File: config.mk
export PLATFORM = sky130hd
export DESIGN_NAME = watch_menu_time_setter
export DESIGN_NICKNAME = d
export VERILOG_FILES = /design/src/wmts_pkg.sv /design/src/wmts_front.sv /design/src/wmts_queue.sv /design/src/wmts_back.sv /design/src/watch_menu_time_setter.sv
export SDC_FILE = /design/constraint.sdc
export NUM_CORES = 1
export LEC_CHECK = 0
export BUFFER_PORTS_ARGS = -buffer_cell sky130_fd_sc_hd__buf_2
export CORE_MARGIN = 2
export CORE_UTILIZATION = 45
export CTS_CLUSTER_DIAMETER = 120
export DETAILED_ROUTE_END_ITERATION = 12
export PLACE_DENSITY_LB_ADDON = 0.25
export SYNTH_ARGS = -nofsm -noshare
export SYNTH_HDL_FRONTEND = slang
export SYNTH_SLANG_ARGS = --single-unit
File: constraint.sdc
create_clock -name aclk -period 6.76 [get_ports aclk]
set_input_delay 0.338 -clock aclk [delete_from_list [all_inputs] [get_ports aclk]]
set_output_delay 0.338 -clock aclk [all_outputs]
set_load 0.03 [all_outputs]
File: src/wmts_pkg.sv
package wmts_pkg;

    // Default depth of the queue between the front and back ends.
    localparam int unsigned QUEUE_DEPTH_DEFAULT = 2;

    localparam logic [15:0] SLEEP_TICKS_RESET = 16'd1220;

    localparam logic [4:0]  HOUR_MAX    = 5'd23;
    localparam logic [5:0]  MINUTE_MAX  = 6'd59;
    localparam logic [5:0]  SECOND_MAX  = 6'd59;
    localparam logic [3:0]  MONTH_MAX   = 4'd12;
    localparam logic [10:0] YEAR_MIN    = 11'd2020;
    localparam logic [10:0] YEAR_MAX    = 11'd2030;
    localparam logic [2:0]  WEEKDAY_MAX = 3'd7;
    localparam logic [4:0]  DATE_LONG   = 5'd31;
    localparam logic [4:0]  DATE_SHORT  = 5'd30;
    localparam logic [4:0]  DATE_OTHER  = 5'd29;

    localparam logic [4:0]  HOUR_RESET    = 5'd0;
    localparam logic [5:0]  MINUTE_RESET  = 6'd0;
    localparam logic [5:0]  SECOND_RESET  = 6'd0;
    localparam logic [4:0]  DATE_RESET    = 5'd1;
    localparam logic [3:0]  MONTH_RESET   = 4'd1;
    localparam logic [10:0] YEAR_RESET    = 11'd2020;
    localparam logic [2:0]  WEEKDAY_RESET = 3'd1;

    typedef enum logic [1:0] {
        KIND_POLL = 2'd0,
        KIND_TICK = 2'd1,
        KIND_LOAD = 2'd2,
        KIND_NONE = 2'd3
    } kind_t;

    typedef enum logic [1:0] {
        PAGE_CLOCK    = 2'd0,
        PAGE_BINARY   = 2'd1,
        PAGE_SETTINGS = 2'd2
    } page_t;

    typedef enum logic [2:0] {
        FIELD_HOUR    = 3'd0,
        FIELD_MINUTE  = 3'd1,
        FIELD_SECOND  = 3'd2,
        FIELD_DATE    = 3'd3,
        FIELD_MONTH   = 3'd4,
        FIELD_YEAR    = 3'd5,
        FIELD_WEEKDAY = 3'd6
    } field_t;

    typedef enum logic [1:0] {
        BTN_NONE  = 2'd0,
        BTN_RIGHT = 2'd1,
        BTN_LEFT  = 2'd2,
        BTN_BOTH  = 2'd3
    } button_t;

    typedef struct packed {
        logic [4:0]  hours;
        logic [5:0]  minutes;
        logic [5:0]  seconds;
        logic [4:0]  date;
        logic [3:0]  month;
        logic [10:0] year;
        logic [2:0]  weekday;
    } clock_time_t;

    // One classified item as it travels from the front end to the back end.
    typedef struct packed {
        kind_t       kind;
        button_t     buttons;
        clock_time_t load_time;
    } cmd_t;

    // One result as held in the output register.
    typedef struct packed {
        page_t       page;
        field_t      field;
        clock_time_t held;
        logic        sleep_request;
        logic        clock_write;
    } result_t;

    // Handshake between the queue and the back end.
    typedef struct packed {
        logic valid;
        logic pop;
    } queue_hs_t;

    function automatic logic [4:0] month_length(input logic [3:0] month);
        logic [4:0] len;
        case (month)
            4'd1, 4'd3, 4'd5, 4'd7, 4'd8, 4'd10, 4'd12: len = DATE_LONG;
            4'd4, 4'd6, 4'd9, 4'd11:                    len = DATE_SHORT;
            default:                                    len = DATE_OTHER;
        endcase
        return len;
    endfunction

endpackage

File: src/wmts_front.sv
module wmts_front import wmts_pkg::*; (
    input  logic        s_tvalid,
    output logic        s_tready,
    input  logic [1:0]  s_tuser,   // kind
    // right_press, left_press, hours, minutes, seconds, day_of_month,
    // month, year, weekday, zero fill
    input  logic [47:0] s_tdata,
    input  logic        queue_full,
    output logic        push,
    output cmd_t        cmd
);

    logic right_press;
    logic left_press;

    assign s_tready = !queue_full;
    assign push     = s_tvalid && !queue_full;

    assign right_press = s_tdata[0];
    assign left_press  = s_tdata[1];

    // Buttons only matter on a poll; other kinds travel with no press.
    always_comb begin
        cmd.kind = kind_t'(s_tuser);
        if (cmd.kind == KIND_POLL) begin
            cmd.buttons = button_t'({left_press, right_press});
        end else begin
            cmd.buttons = BTN_NONE;
        end
        cmd.load_time.hours   = s_tdata[6:2];
        cmd.load_time.minutes = s_tdata[12:7];
        cmd.load_time.seconds = s_tdata[18:13];
        cmd.load_time.date    = s_tdata[23:19];
        cmd.load_time.month   = s_tdata[27:24];
        cmd.load_time.year    = s_tdata[38:28];
        cmd.load_time.weekday = s_tdata[41:39];
    end

endmodule

File: src/wmts_queue.sv
module wmts_queue import wmts_pkg::*; #(
    parameter int unsigned DEPTH = QUEUE_DEPTH_DEFAULT
) (
    input  logic aclk,
    input  logic aresetn,
    input  logic push,
    input  cmd_t push_cmd,
    output logic full,
    output queue_hs_t hs_out,
    input  logic pop,
    output cmd_t pop_cmd
);

    localparam int unsigned PTR_W = (DEPTH > 1) ? $clog2(DEPTH) : 1;
    localparam int unsigned CNT_W = $clog2(DEPTH + 1);
    localparam logic [PTR_W-1:0] LAST_PTR = PTR_W'(DEPTH - 1);
    localparam logic [CNT_W-1:0] FULL_CNT = CNT_W'(DEPTH);

    cmd_t             store_reg [DEPTH];
    logic [PTR_W-1:0] wr_ptr_reg, wr_ptr_next;
    logic [PTR_W-1:0] rd_ptr_reg, rd_ptr_next;
    logic [CNT_W-1:0] count_reg, count_next;

    assign full         = (count_reg == FULL_CNT);
    assign hs_out.valid = (count_reg != '0);
    assign hs_out.pop   = pop;
    assign pop_cmd      = store_reg[rd_ptr_reg];

    always_comb begin
        wr_ptr_next = wr_ptr_reg;
        rd_ptr_next = rd_ptr_reg;
        count_next  = count_reg;
        if (push) begin
            wr_ptr_next = (wr_ptr_reg == LAST_PTR) ? '0 : wr_ptr_reg + 1'b1;
        end
        if (pop) begin
            rd_ptr_next = (rd_ptr_reg == LAST_PTR) ? '0 : rd_ptr_reg + 1'b1;
        end
        if (push && !pop) begin
            count_next = count_reg + 1'b1;
        end else if (pop && !push) begin
            count_next = count_reg - 1'b1;
        end
    end

    always_ff @(posedge aclk) begin
        if (!aresetn) begin
            wr_ptr_reg <= '0;
            rd_ptr_reg <= '0;
            count_reg  <= '0;
        end else begin
            wr_ptr_reg <= wr_ptr_next;
            rd_ptr_reg <= rd_ptr_next;
            count_reg  <= count_next;
        end
    end

    always_ff @(posedge aclk) begin
        if (push) begin
            store_reg[wr_ptr_reg] <= push_cmd;
        end
    end

endmodule

File: src/wmts_back.sv
module wmts_back import wmts_pkg::*; (
    input  logic        aclk,
    input  logic        aresetn,
    input  logic        cfg_valid,
    input  logic [15:0] cfg_data,
    input  logic        queue_valid,
    input  cmd_t        cmd,
    output logic        pop,
    output logic        m_tvalid,
    input  logic        m_tready,
    output result_t     result
);

    logic [15:0]  sleep_ticks_reg;
    page_t        page_reg, page_next;
    field_t       field_reg, field_next;
    logic         inc_pending_reg, inc_pending_next;
    logic [15:0]  idle_count_reg, idle_count_next;
    logic         sleep_pending_reg, sleep_pending_next;
    clock_time_t  held_reg, held_next, bumped;
    logic         out_valid_reg, out_valid_next;
    result_t      result_reg, result_next;
    logic         sleep_out, write_out;

    logic [5:0]   hour_inc;
    logic [6:0]   minute_inc;
    logic [6:0]   second_inc;
    logic [5:0]   date_inc;
    logic [4:0]   month_inc;
    logic [11:0]  year_inc;
    logic [3:0]   weekday_inc;
    logic [15:0]  idle_inc;

    assign pop      = queue_valid && (!out_valid_reg || m_tready);
    assign m_tvalid = out_valid_reg;
    assign result   = result_reg;

    // Held time with the selected field advanced and wrapped.
    always_comb begin
        hour_inc    = {1'b0, held_reg.hours} + 6'd1;
        minute_inc  = {1'b0, held_reg.minutes} + 7'd1;
        second_inc  = {1'b0, held_reg.seconds} + 7'd1;
        date_inc    = {1'b0, held_reg.date} + 6'd1;
        month_inc   = {1'b0, held_reg.month} + 5'd1;
        year_inc    = {1'b0, held_reg.year} + 12'd1;
        weekday_inc = {1'b0, held_reg.weekday} + 4'd1;
        bumped      = held_reg;
        case (field_reg)
            FIELD_HOUR: begin
                bumped.hours = (hour_inc > {1'b0, HOUR_MAX}) ? '0 : hour_inc[4:0];
            end
            FIELD_MINUTE: begin
                bumped.minutes = (minute_inc > {1'b0, MINUTE_MAX}) ? '0 : minute_inc[5:0];
            end
            FIELD_SECOND: begin
                bumped.seconds = (second_inc > {1'b0, SECOND_MAX}) ? '0 : second_inc[5:0];
            end
            FIELD_DATE: begin
                bumped.date = (date_inc > {1'b0, month_length(held_reg.month)}) ?
                              5'd1 : date_inc[4:0];
            end
            FIELD_MONTH: begin
                bumped.month = (month_inc > {1'b0, MONTH_MAX}) ? 4'd1 : month_inc[3:0];
            end
            FIELD_YEAR: begin
                bumped.year = (year_inc > {1'b0, YEAR_MAX}) ? YEAR_MIN : year_inc[10:0];
            end
            FIELD_WEEKDAY: begin
                bumped.weekday = (weekday_inc > {1'b0, WEEKDAY_MAX}) ?
                                 3'd1 : weekday_inc[2:0];
            end
            default: begin
                bumped = held_reg;
            end
        endcase
    end

    always_comb begin
        page_next          = page_reg;
        field_next         = field_reg;
        inc_pending_next   = inc_pending_reg;
        idle_count_next    = idle_count_reg;
        sleep_pending_next = sleep_pending_reg;
        held_next          = held_reg;
        sleep_out          = 1'b0;
        write_out          = 1'b0;
        idle_inc           = idle_count_reg + 16'd1;

        if (pop) begin
            unique case (cmd.kind)
                KIND_POLL: begin
                    sleep_out          = sleep_pending_reg;
                    sleep_pending_next = 1'b0;
                    if (cmd.buttons != BTN_NONE) begin
                        idle_count_next = '0;
                    end
                    inc_pending_next = 1'b0;
                    if (page_reg == PAGE_SETTINGS) begin
                        write_out = 1'b1;
                        if (inc_pending_reg) begin
                            held_next = bumped;
                        end
                        unique case (cmd.buttons)
                            BTN_BOTH:  page_next = PAGE_CLOCK;
                            BTN_RIGHT: field_next = (field_reg == FIELD_WEEKDAY ||
                                                     field_reg > FIELD_WEEKDAY) ?
                                                    FIELD_HOUR :
                                                    field_t'(field_reg + 3'd1);
                            BTN_LEFT:  inc_pending_next = 1'b1;
                            BTN_NONE:  page_next = page_reg;
                        endcase
                    end else begin
                        field_next = FIELD_HOUR;
                        if (cmd.buttons == BTN_BOTH) begin
                            page_next = (page_reg == PAGE_CLOCK) ? PAGE_BINARY : PAGE_SETTINGS;
                        end
                    end
                end
                KIND_TICK: begin
                    if (idle_inc >= sleep_ticks_reg) begin
                        sleep_pending_next = 1'b1;
                        idle_count_next    = '0;
                    end else begin
                        idle_count_next = idle_inc;
                    end
                end
                KIND_LOAD: begin
                    held_next = cmd.load_time;
                end
                KIND_NONE: begin
                    held_next = held_reg;
                end
            endcase
        end
    end

    always_comb begin
        out_valid_next = out_valid_reg;
        result_next    = result_reg;
        if (pop) begin
            out_valid_next            = 1'b1;
            result_next.page          = page_next;
            result_next.field         = field_next;
            result_next.held          = held_next;
            result_next.sleep_request = sleep_out;
            result_next.clock_write   = write_out;
        end else if (m_tready) begin
            out_valid_next = 1'b0;
        end
    end

    always_ff @(posedge aclk) begin
        if (!aresetn) begin
            sleep_ticks_reg   <= SLEEP_TICKS_RESET;
            page_reg          <= PAGE_CLOCK;
            field_reg         <= FIELD_HOUR;
            inc_pending_reg   <= 1'b0;
            idle_count_reg    <= '0;
            sleep_pending_reg <= 1'b0;
            held_reg.hours    <= HOUR_RESET;
            held_reg.minutes  <= MINUTE_RESET;
            held_reg.seconds  <= SECOND_RESET;
            held_reg.date     <= DATE_RESET;
            held_reg.month    <= MONTH_RESET;
            held_reg.year     <= YEAR_RESET;
            held_reg.weekday  <= WEEKDAY_RESET;
            out_valid_reg     <= 1'b0;
        end else begin
            if (cfg_valid) begin
                sleep_ticks_reg <= cfg_data;
            end
            page_reg          <= page_next;
            field_reg         <= field_next;
            inc_pending_reg   <= inc_pending_next;
            idle_count_reg    <= idle_count_next;
            sleep_pending_reg <= sleep_pending_next;
            held_reg          <= held_next;
            out_valid_reg     <= out_valid_next;
        end
    end

    always_ff @(posedge aclk) begin
        result_reg <= result_next;
    end

endmodule

File: src/watch_menu_time_setter.sv
// Two-button watch menu controller. Each transfer on the s_ side carries one
// item: a poll with debounced button presses, a timer tick, or a time load,
// selected by s_tuser. Every item yields exactly one result transfer on the
// m_ side holding the page, the selected field, the held time and date, and
// the sleep_request and clock_write flags for that item. A front end unpacks
// and classifies items into a small queue; a back end applies each item to
// the menu state and places the result in an output register. The block
// sustains one item per clock cycle: the back end retires one queue entry
// every cycle that the output register is empty or being drained, and the
// input side keeps accepting while the queue has room, so a stalled output
// fills the queue of QUEUE_DEPTH entries before s_tready drops. An item is
// registered in a queue entry and then in the output register. The
// sleep_ticks register is written through the cfg_ channel, which is always
// ready; write it only while no item is in flight.
module watch_menu_time_setter import wmts_pkg::*; #(
    parameter int unsigned QUEUE_DEPTH = QUEUE_DEPTH_DEFAULT
) (
    input  logic        aclk,
    input  logic        aresetn,

    input  logic        s_tvalid,
    output logic        s_tready,
    input  logic [1:0]  s_tuser,   // kind
    // right_press, left_press, hours, minutes, seconds, day_of_month,
    // month, year, weekday, zero fill
    input  logic [47:0] s_tdata,

    output logic        m_tvalid,
    input  logic        m_tready,
    // page, selected_field, out_hours, out_minutes, out_seconds, out_date,
    // out_month, out_year, out_weekday, sleep_request, clock_write, zero fill
    output logic [47:0] m_tdata,

    input  logic        cfg_valid,
    output logic        cfg_ready,
    input  logic [15:0] cfg_data    // sleep_ticks
);

    logic      push;
    logic      queue_full;
    cmd_t      front_cmd;
    cmd_t      queue_cmd;
    queue_hs_t queue_hs;
    logic      back_pop;
    result_t   result;

    // The register is a plain flop, so configuration never waits.
    assign cfg_ready = 1'b1;

    wmts_front u_front (
        .s_tvalid   (s_tvalid),
        .s_tready   (s_tready),
        .s_tuser    (s_tuser),
        .s_tdata    (s_tdata),
        .queue_full (queue_full),
        .push       (push),
        .cmd        (front_cmd)
    );

    wmts_queue #(
        .DEPTH (QUEUE_DEPTH)
    ) u_queue (
        .aclk     (aclk),
        .aresetn  (aresetn),
        .push     (push),
        .push_cmd (front_cmd),
        .full     (queue_full),
        .hs_out   (queue_hs),
        .pop      (back_pop),
        .pop_cmd  (queue_cmd)
    );

    wmts_back u_back (
        .aclk        (aclk),
        .aresetn     (aresetn),
        .cfg_valid   (cfg_valid),
        .cfg_data    (cfg_data),
        .queue_valid (queue_hs.valid),
        .cmd         (queue_cmd),
        .pop         (back_pop),
        .m_tvalid    (m_tvalid),
        .m_tready    (m_tready),
        .result      (result)
    );

    // Pack the result with the first field in the lowest bits.
    assign m_tdata = {1'b0,
                      result.clock_write,
                      result.sleep_request,
                      result.held.weekday,
                      result.held.year,
                      result.held.month,
                      result.held.date,
                      result.held.seconds,
                      result.held.minutes,
                      result.held.hours,
                      result.field,
                      result.page};

    // The back end must never retire an entry from an empty queue.
    assert property (@(posedge aclk) disable iff (!aresetn)
        queue_hs.pop |-> queue_hs.valid)
        else $error("back end popped an empty queue");

    // No result may be offered in the cycle after reset.
    assert property (@(posedge aclk)
        !aresetn |=> !m_tvalid)
        else $error("result valid right after reset");

    // The selected field only ever walks through the seven time fields.
    assert property (@(posedge aclk) disable iff (!aresetn)
        m_tvalid |-> (m_tdata[4:2] != 3'd7))
        else $error("selected field out of range");

    // While the output register is stalled, a queued entry must stay queued.
    assert property (@(posedge aclk) disable iff (!aresetn)
        (m_tvalid && !m_tready) |-> !queue_hs.pop)
        else $error("entry popped while the output is stalled");

endmodule

; ---- Word-level counts from Yosys, hierarchy flattened
; Memories as Yosys holds them, arrays and structs flattened. A register that Yosys moved wholly into a read port is not among the register bits.
; Cells that the tools add are included.
; Widths: inputs -> output; s select.
[totals]
romBits = 32
ff_bits = 131
memories = 2
ram_bits = 88
word_cells = 139
output_inout_bits = 51
[memory_table]
columns = name, depth, word_bits, read_ports, rd_ports_with_merged_regs, wr, line
row1 = u_queue.store_reg, 2, 44, 1, 1, 1, wmts_queue.sv:19  ; cmd_t store_reg [DEPTH];
row2 = (name not given), 16, 2, 1, 1, 0, wmts_pkg.sv:91  ; case (month)
[op_classes]
eq_ne = 15
muxes = 50
addsub = 13
reduce_logical = 22
magnitude_cmp = 9
[ops]
columns = op, count
row1 = $mux 40, 3
row2 = $pmux 40 s2, 1
row3 = $mux 16, 2
row4 = $pmux 16 s2, 1
row5 = $mux 5, 5
row6 = $mux 6, 4
row7 = $mux 11, 2
row8 = $mux 3, 7
row9 = $mux 2, 9
row10 = $add 16x1->16 const B, 1
row11 = $ge 16x16->1, 1
row12 = $add 6x1->7 const B, 2
row13 = $gt 7x6->1 const B, 2
row14 = $add 11x1->12 const B, 1
row15 = $add 5x1->6 const B, 2
row16 = $gt 12x11->1 const B, 1
row17 = $mux 1, 12
row18 = $mux 4, 3
row19 = $eq 2x2->1 const B, 5
row20 = $reduce_bool 2->1, 5
row21 = $eq 3x3->1 const B, 3
row22 = $eq 3x2->1 const B, 2
row23 = $gt 6x5->1, 1
row24 = $gt 6x5->1 const B, 1
row25 = 20 further kinds, 33

; ---- Longest topological paths before layout
; Gate-level depths: netlist of the first run.
[depth]
depth_word = 10
ltp_mapped = 16

; ---- By module
; Synthesis of the first run repeated with hierarchy kept, for this count alone.
[hier_totals]
hier_cells = 1017
area_unflattened_um2 = 11109.4
[by_module_without_submodules]
columns = mod, n_inst, seq_area_each_um2, area_each_um2, cells_per_inst
row1 = wmts_back, 1, 3052.9, 7329.5, 807
row2 = wmts_queue, 1, 2742.6, 3417.0, 160
row3 = wmts_front, 1, 0.0, 340.3, 46
row4 = watch_menu_time_setter, 1, 0.0, 22.5, 4

; ---- Worst setup path after synthesis of the first run
; OpenSTA, ideal clock, no wires.
[synth_timing]
path_type = register -> register
start = register u_queue.count_reg[0]
end = memory u_queue.store_reg[0][0] in the netlist's numbering (enable)
setup_slack_ps = 3572
arrival_time_ps = 2742
period_less_slack_ps = 3188
path_stages_with_launch = 4
n_path_buf = 0
path_cell_list = dfxtp_1 > nand2b_1 > nand2_1 > nor2_1
[synth_via]
elab_chain_len = 5
[synth_lines]
columns = item, line
row1 = "start, declared", wmts_queue.sv:22  ; logic [CNT_W-1:0] count_reg, count_next;
row2 = "start signal, assigned", wmts_queue.sv:54  ; count_reg <= count_next;
row3 = $eq 2x2->1, wmts_queue.sv:24  ; assign full = (count_reg == FULL_CNT);
row4 = $logic_not 1->1, n/a
row5 = via s_tready, watch_menu_time_setter.sv:22  ; output logic s_tready,
row6 = $logic_and 1x1->1, wmts_front.sv:17  ; assign push = s_tvalid && !queue_full;
row7 = $mux 1, wmts_queue.sv:59  ; if (push) begin
row8 = $mux 1 (implied by the code), wmts_queue.sv:60  ; store_reg[wr_ptr_reg] <= push_cmd;
row9 = "end, declared", wmts_queue.sv:19
; The timed path passes the listed nets, and every way through them passes these cells.

==> metrics.txt, run 1 <==
status completed; DR WL/cell 17.7 um; routability-driven placement congestion ratio 0.876; Clock Tree Root clkbuf_16; slew margin rel. 32.2%; Post-synth EDFFs 135; proportion of layout cells with a drive suffix above 1 18.0%; Crit Path Class reg -> reg; post-layout util 53.5%; number of flip-flops under the largest register name 88; Post-CTS Resized 0; largest net degree at the start of global routing 54; area leader, netlist edfxtp_1; Seq cells post-synth 222; Sink Count 222; vias per inst 5.50; worst clock skew 0.0137 ns; cells on worst reg2reg path 7; Cell Area, Synth 10600 um2; Antenna diodes 0; count leader, synth edfxtp_1; Worst EP arrival 4.28 ns; Final setup viols 0; GRT Overall Usage 20.4%; Post-synth top flop edfxtp_1; Post-CTS Setup Inserts 0; clock tree buffer depth 3; Synth warnings 0; reg2reg setup slack 2.94 ns; fin. max-slew vios 0; Port-buffer cells 113; HP Class in -> reg; Final Hold Fails 0; fin crit period 3.82 ns; syn nets 1085; Synth top cells by count edfxtp_1, dfxtp_1, nand2_1; Die Ht 158 um; fmax 262 MHz; iteration-0 DRC count of the detailed router 465; Leakage 4.83 nW; Crit. End Element flip-flop; Async SR Flop Fraction 0%; core footprint 23300 um2; io pins 122; Initial Util 45.6%; wire length of the first global-routing pass 39.6 mm; PD cells 377 nW/um2; startpoint types flip-flop; Area Growth Syn to Fin 17.4%; CTS buffer count 25; Max Cap Viol 0; Vias 7912; worst reg2reg endpoint u_back.held_reg[13]$_SDFF_PN1_; gr ovfl total 0; synthesized instance count 977; placement row count 56; CTS Hold Bufs 24; Worst EP required 7.22 ns; TritonCTS clock tree done; initial antenna violation count 1; Setup crit end u_back.held_reg[13]$_SDFF_PN1_; critical path peak fanout 34; H-tree depth 1; ranking of synthesized cells by area edfxtp_1, dfxtp_1, ha_1; number of global-route vias before repair 7501; worst-skew pair later-pin latency 0.52 ns; dpl hpwl 16.9 mm; die extent in x 158 um; setup TNS 0 ns; detailed-route DRC error count 0; Final Routed Wirelength 25.4 mm; die outline area 24900 um2; clock transition at the registers of the reported paths 0.06 ns; Cell variety after synth 82; share of the synthesized area in the top cell type 38.1%; unrepaired setup endpoints after global routing false; peak supply drop 0.316 mV; post-route ant nets 0; DRT Pass-1 Iters 5; Tcrit/Tclk final 56.5%; worst-margin pin slew 1.01 ns; syn_area_per_cell 10.9 um2; Final #Nets 1208; sequential area share after synthesis 54.5%
-- worst min path at each step --
stage	startpoint	end	slack [ns]	cells after the start
3_3_place_gp	u_back.idle_count_reg[15]$_SDFFE_PN0P_	u_back.idle_count_reg[15]$_SDFFE_PN0P_	0.45	2
4_1_cts	s_tdata[33]	u_queue.store_reg[0][8]$_DFFE_PP_	0.001	1
3_5_place_dp	u_back.idle_count_reg[15]$_SDFFE_PN0P_	u_back.idle_count_reg[15]$_SDFFE_PN0P_	0.45	2
6_report	s_tdata[18]	u_queue.store_reg[1][28]$_DFFE_PP_	0.02	1
2_1_floorplan	u_back.idle_count_reg[15]$_SDFFE_PN0P_	u_back.idle_count_reg[15]$_SDFFE_PN0P_	0.43	2
5_1_grt	s_tdata[17]	u_queue.store_reg[0][27]$_DFFE_PP_	0.0002	1
-- stage by stage --
step           cells  area [um2]  worst slack, ns  total power, mW  hold slack, ns
6_report        1438       12500             2.94             4.71          0.0211
5_1_grt         1438       12500             2.73             4.95        0.000155
4_1_cts         1437       12500             2.96             4.75         0.00138
3_5_place_dp    1367       11400             2.96             3.39           0.453
3_3_place_gp    1367       11400             3.04             3.36           0.446
2_1_floorplan    977       10600             3.57             2.95           0.431
-- cells in the final DEF, fill, tap and decap left out, types with 31 or more instances in the layout --
cell type / instances
buf_2: 113
inv_1: 39
edfxtp_1: 135
nand2_1: 75
nand3_1: 31
and2_1: 38
ha_1: 37
mux2i_1: 37
o21ai_0: 39
a21oi_1: 46
dfxtp_1: 86
nor2_1: 71
-- power breakdown --
group / internal, mW / switching (mW) / total (mW)
clock network: 0.805 / 0.534 / 1.34
registers: 1.79 / 0.187 / 1.98
logic: 0.442 / 0.946 / 1.39
-- cell type report --
cell class / count / area [um2]
fill: 2069 / 10800
multi-input combinational: 664 / 4450
clock inverter: 16 / 161
inverter: 40 / 150
tap: 319 / 399
sequential: 222 / 5800
clock buffer: 30 / 654
timing repair buffer: 147 / 883
-- metal layers --
layer / track usage [%] / vias to the layer above / wire length (um)
li1: - / 3872 / -
met1: 27.9 / 3766 / 11400
met2: 33.6 / 225 / 11900
met3: 3.23 / 47 / 1520
met4: 5.76 / 2 / 519
met5: 0 / - / 14
-- worst max-delay path: stages, from the launching register on --
cell and delay, ns:
dfxtp_2 0.99, mux2i_1 0.50, nand3_1 0.71, buf_4 0.50, or4_1 0.53, a211oi_1 0.24, a221o_2 0.17, or2_1 0.09
-- logic make-up (layout without fill, tap and decap cells) --
logic type,count (synthesis),in the layout,synth area share (%)
buf+inv,91,233,3.79
fa+ha+maj,37,37,4.35
flops,222,222,54.5
compound gates,225,225,14.9
simple gates,331,331,16.1
xor+xnor,24,24,1.98
other cells,2,2,0.0706
mux,45,45,4.33
Power figures use the tool's default switching activity.
==> run 2, diff against run 1 <==
Settings changed: ABC_AREA set to 1.
Clock period 6.76 ns to 3.28 ns, I/O delays scaled along.
==> run 2 against run 1 <==
Compared with the run above:
- sequential cell count is the same
- largest cell class unchanged
- sequential share of layout area fell by 2.8 points
- clock power grew 120%
- hold slack about the same
- register-to-register slack worse by 2.7 ns
- fmax increased by 25%
- largest power group unchanged
- synthesized cell count rose by 26%
- clock skew is 0.012 ns higher
- critical endpoint is now u_back.idle_count_reg[2]$_SDFFE_PN0P_
- final area grew 6.4%
- cell count is 22% higher
- area after synthesis rose by 2.0%
==> metrics.txt, run 2 <==
dpl cell area 11700 um2; Max Cap Viol 0; detailed-route DRC error count 0; ranking of synthesized cells by area edfxtp_1, dfxtp_1, nand2_1; Seq cells post-synth 222; Synth top cells by count nand2_1, inv_1, edfxtp_1; leading cell type in the layout, fill and taps excluded nand2_1; Final #Nets 1525; Final Hold Fails 0; area leader, netlist edfxtp_1; Worst EP required 3.74 ns; HP Class in -> reg; Post-synth EDFFs 135; PD cells 829 nW/um2; Vias 8843; synthesized instance count 1232; io pins 122; Synth warnings 0; clock transition at the registers of the reported paths 0.05 ns; GRT Overall Usage 20.6%; TritonCTS clock tree done; Port-buffer cells 113; peak supply drop 0.731 mV; initial antenna violation count 0; gr ovfl total 0; vias per inst 5.04; Crit. End Element flip-flop; Post-synth top flop edfxtp_1; sequential area share after synthesis 53.4%; dpl hpwl 18.2 mm; core footprint 23500 um2; clock tree buffer depth 3; worst-skew pair later-pin latency 0.54 ns; status completed; placement row count 56; Final Routed Wirelength 26.8 mm; DRT Pass-1 Iters 7; H-tree depth 1; Leakage 5.71 nW; syn_area_per_cell 8.80 um2; Worst EP arrival 3.50 ns; Initial Util 46.1%; Power, Total 11.0 mW; post-route ant nets 0; Cell Area, Synth 10800 um2; die outline area 25400 um2; DR WL/cell 15.3 um; fillers 2117; Tcrit/Tclk final 92.8%; wire length of the first global-routing pass 42.2 mm; largest net degree at the start of global routing 46; Die Ht 159 um; Cell variety after synth 53; routability-driven placement congestion ratio 0.902; final instance area 13300 um2; Area Growth Syn to Fin 22.6%; number of flip-flops under the largest register name 88; Final setup viols 0; count leader, synth nand2_1; syn nets 1340; worst clock skew 0.0258 ns; number of global-route vias before repair 8174; Antenna diodes 0; Clock Tree Root clkbuf_16; iteration-0 DRC count of the detailed router 534; Crit Path Class reg -> reg; hold_ws 0.0214 ns; CTS buffer count 25; share of the synthesized area in the top cell type 37.4%; startpoint types flip-flop; commonest non-fill, non-tap cells in the layout nand2_1, inv_1, edfxtp_1; proportion of layout cells with a drive suffix above 1 14.4%; die extent in x 159 um; worst-margin pin slew 0.702 ns; fin crit period 3.04 ns; Sink Count 222; setup TNS 0 ns; fin. max-slew vios 0; Async SR Flop Fraction 0%; fmax 329 MHz; critical path peak fanout 16; slew margin rel. 53.2%
-- run 2: worst max-delay path, cell delays in order (launching register included) --
cell and delay (ns):
dfxtp_1 0.41, nand2_1 0.09, nor2_2 0.14, nand4_1 0.19
nor2_2 0.18, nand2_1 0.12, nor3_2 0.17, xor2_1 0.22
ha_1 0.28, nand2_1 0.09, inv_1 0.04, nand3_1 0.10
inv_1 0.05, a21oi_1 0.20, nand3_1 0.19, nor2_4 0.16
buf_12 0.15, a22oi_1 0.08, nor2_1 0.12
-- run 2: power breakdown --
part	internal, mW	total, mW	switching (mW)
sequential	3.82	4.20	0.375
combinational	1.13	3.93	2.80
clock	1.75	2.89	1.15
total	6.70	11.0	4.32
-- run 2: what timing repair did --
item | 4_1_cts | 5_1_grt
endpoints found under the hold margin | 105 | 0
hold buffers | 67 | 0
endpoints found under the setup margin | 0 | 16
buffers inserted | 0 | 1
gates resized for setup | 0 | 3
-- run 2: cell families (layout without fill, tap and decap cells) --
family | Yosys count | count (layout) | share of synthesized area (%)
AOI/OAI and AO/OA | 236 | 236 | 12.7
other | 2 | 2 | 0.0692
xor gates and xnor gates | 26 | 26 | 2.10
and+or+nand+nor | 491 | 491 | 18.9
adders and majority gates | 37 | 37 | 4.27
DFF | 222 | 222 | 53.4
buffers and inverters | 210 | 413 | 7.82
muxes | 8 | 8 | 0.738
-- run 2: final cells by class --
class	count	area [um2]	area share [%]
flip-flops and latches	222	5800	43.6
multi-input cells	800	4230	31.8
repair buffers	195	1360	10.2
inverters	173	653	4.91
clock buffers	29	651	4.89
well taps	319	399	3.00
clock inverters	16	203	1.52
-- run 2: stage by stage --
step | util [%] | setup slack [ns] | std cells
2_1_floorplan | - | 0.167 | 1232
3_3_place_gp | 49.9 | 0.257 | 1641
3_5_place_dp | 49.9 | 0.165 | 1641
4_1_cts | 56.3 | 0.143 | 1753
5_1_grt | 56.5 | -0.0560 | 1754
6_report | 56.5 | 0.237 | 1754
-- run 2: routing by layer --
metal	up-vias	part of all wire, %	GRT usage (%)
met4	0	2.2	5.66
met2	265	47	34.3
met3	39	5.6	2.68
met5	-	0	0
li1	4471	-	-
met1	4068	45	28.5
-- run 2: final timing paths --
check / endpoint / cells after the start / startpoint / slack (ns)
setup / recovery: u_back.idle_count_reg[2]$_SDFFE_PN0P_ / 18 / u_back.idle_count_reg[2]$_SDFFE_PN0P_ / 0.24
setup reg to reg: u_back.idle_count_reg[2]$_SDFFE_PN0P_ / 18 / u_back.idle_count_reg[2]$_SDFFE_PN0P_ / 0.24
hold / removal: u_back.held_reg[18]$_SDFF_PN1_ / 2 / aresetn / 0.02
hold reg to reg: u_back.sleep_ticks_reg[11]$_SDFFE_PN0P_ / 2 / u_back.sleep_ticks_reg[11]$_SDFFE_PN0P_ / 0.47
==> run 3, diff against run 2 <==
Settings changed: ABC_AREA 1 to unset.
==> run 3 against run 2 <==
Compared with the run above:
- critical path depth down 5
- via count is 7.4% lower
- die area decreased by 1.9%
- critical endpoint is now u_back.idle_count_reg[5]$_SDFFE_PN0P_
- sequential share of layout area increased by 1.4 points
- setup slack better by 0.071 ns
- power decreased by 13%
- cell count shrank 16%
- global-route usage is 0.55 points higher
- clock power decreased by 11%
- critical path type unchanged
- count of clock-buffer cells in the layout is 1 lower
- first-iteration DRC count up 10%
- sequential cell count stayed put
==> metrics.txt, run 3 (synthesized netlist as in run 1, its figures left out) <==
DR WL/cell 18.0 um; number of flip-flops under the largest register name 88; die outline area 24900 um2; CP peak stage delay 0.41 ns; Worst EP required 3.68 ns; cells on worst reg2reg path 13; commonest non-fill, non-tap cells in the layout edfxtp_1, buf_2, dfxtp_1; Final setup viols 0; reg2reg setup slack 0.31 ns; fin crit period 2.97 ns; clock tree buffer depth 3; worst clock skew 0.00816 ns; Worst EP arrival 3.37 ns; GRT Overall Usage 21.2%; crit-path most repeated cell ha_1; slew margin rel. 38.5%; die extent in x 158 um; vias per inst 5.53; CP max stage cell dfxtp_1; PD cells 748 nW/um2; peak supply drop 0.431 mV; iteration-0 DRC count of the detailed router 589; fillers 2042; CP delay by family, top simple AND/OR/NAND/NOR gates; fin. max-slew vios 0; routability-driven placement congestion ratio 0.906; CTS buffer count 24; worst reg2reg endpoint u_back.idle_count_reg[5]$_SDFFE_PN0P_; H-tree depth 1; hold_sp s_tdata[1]; Final Hold Fails 0; Final Routed Wirelength 26.6 mm; largest net degree at the start of global routing 41; post-route ant nets 0; fmax 337 MHz; Post-CTS Setup Inserts 0; io pins 122; startpoint types flip-flop; unrepaired setup endpoints after global routing false; Crit Path Class reg -> reg; worst-skew pair later-pin latency 0.52 ns; gr ovfl total 0; wire length of the first global-routing pass 41.0 mm; number of global-route vias before repair 7831; Die Ht 158 um; dpl cell area 11500 um2; Tcrit/Tclk final 90.6%; status completed; Worst Hold Path Cells 2; Crit. End Element flip-flop; WHS Endpoint u_queue.store_reg[1][41]$_DFFE_PP_; hold_ws 0.0682 ns; HP Class in -> reg; clock transition at the registers of the reported paths 0.06 ns; Final #Nets 1252; Power, Total 9.63 mW; leading cell type in the layout, fill and taps excluded edfxtp_1; Max Cap Viol 0; final instance area 12900 um2; number of buffers and inverters on the critical path 1; Sink Count 222; Antenna diodes 0; Port-buffer cells 113; Clock Tree Root clkbuf_16; Leakage 4.99 nW; DRT Pass-1 Iters 5; worst-margin pin slew 0.921 ns; critical path peak fanout 16; core footprint 23300 um2; placement row count 56; setup TNS 0 ns; cells along the critical path ha_1, nand3_1, nor2b_2, nand2_1, xnor2_1, ha_1, nand4_1, a211oi_1, a21oi_1, or3_1, buf_4, a31oi_1, mux2i_1; Vias 8188; proportion of layout cells with a drive suffix above 1 18.0%; Worst R2R Start u_back.idle_count_reg[0]$_SDFFE_PN0P_; Initial Util 45.6%; Area Growth Syn to Fin 21.0%; initial antenna violation count 0; dpl hpwl 17.9 mm; TritonCTS clock tree done; detailed-route DRC error count 0
[run 3: cell count changes in the layout (fill, tap and decap cells not counted), sizes merged, moves of 21 or more]
cell,delta
o21ai,-35
inv,-134
mux2i,+29
nand2,-190
and2,+35
nor2,-61
nand3,-21
a21oi,-50
[run 3: timing repair]
action	4_1_cts	5_1_grt
endpoints found under the hold margin	102	0
setup endpoints to repair	0	10
hold buffers	58	0
gates resized for setup	0	1
[run 3: layout make-up]
| class | count | area [um2] | area share (%) |
|---|---|---|---|
| sequential | 222 | 5800 | 45.0 |
| multi-input combinational | 664 | 4450 | 34.6 |
| timing repair buffer | 192 | 1330 | 10.3 |
| clock buffer | 28 | 647 | 5.02 |
| tap | 319 | 399 | 3.10 |
| inverter | 40 | 150 | 1.17 |
| clock inverter | 16 | 103 | 0.797 |
[run 3: how the worst max path moves through the flow]
stage / startpoint / endpoint / slack (ns) / depth (start not counted)
after global placement: u_back.idle_count_reg[0]$_SDFFE_PN0P_ / u_back.idle_count_reg[5]$_SDFFE_PN0P_ / 0.33 / 13
final: u_back.idle_count_reg[0]$_SDFFE_PN0P_ / u_back.idle_count_reg[5]$_SDFFE_PN0P_ / 0.31 / 13
after CTS: u_back.idle_count_reg[0]$_SDFFE_PN0P_ / u_back.idle_count_reg[5]$_SDFFE_PN0P_ / 0.27 / 13
after floorplan: u_queue.count_reg[0]$_SDFFE_PN0P_ / u_queue.store_reg[0][0]$_DFFE_PP_ / 0.09 / 3
after detailed placement: u_back.idle_count_reg[0]$_SDFFE_PN0P_ / u_back.idle_count_reg[5]$_SDFFE_PN0P_ / 0.28 / 13
after global routing: u_back.idle_count_reg[0]$_SDFFE_PN0P_ / u_back.idle_count_reg[5]$_SDFFE_PN0P_ / 0.001 / 13
[run 3: metrics by stage]
step           cells  setup WS, ns  utilization (%)
2_1_floorplan    977        0.0922                -
3_3_place_gp    1379         0.332             49.5
3_5_place_dp    1379         0.283             49.5
4_1_cts         1481         0.265             55.2
5_1_grt         1481       0.00111             55.2
6_report        1481         0.308             55.2
[run 3: power by group]
group	switching, mW	total (mW)	internal, mW
Sequential	0.340	4.03	3.69
Combinational	2.04	3.02	0.981
Clock	1.09	2.58	1.48
[run 3: worst register-to-register path, delay by kind of cell, from the launching register on]
| family | cells | cell delay (ns) |
|---|---|---|
| AO/OA/AOI/OAI | 3 | 0.49 |
| XOR/XNOR | 1 | 0.15 |
| adder cells (fa/ha/maj) | 2 | 0.56 |
| buffers and inverters | 1 | 0.21 |
| flip-flops | 1 | 0.41 |
| multiplexers | 1 | 0.09 |
| AND/OR/NAND/NOR | 5 | 0.96 |
[run 3: routing by layer]
| metal | wire length [um] | share of wire (%) | global-route usage, % |
|---|---|---|---|
| met1 | 11700 | 44 | 28.4 |
| met2 | 12700 | 48 | 35.6 |
| met3 | 1580 | 5.9 | 2.98 |
| met4 | 656 | 2.5 | 6.28 |
| met5 | 0 | 0 | 0 |
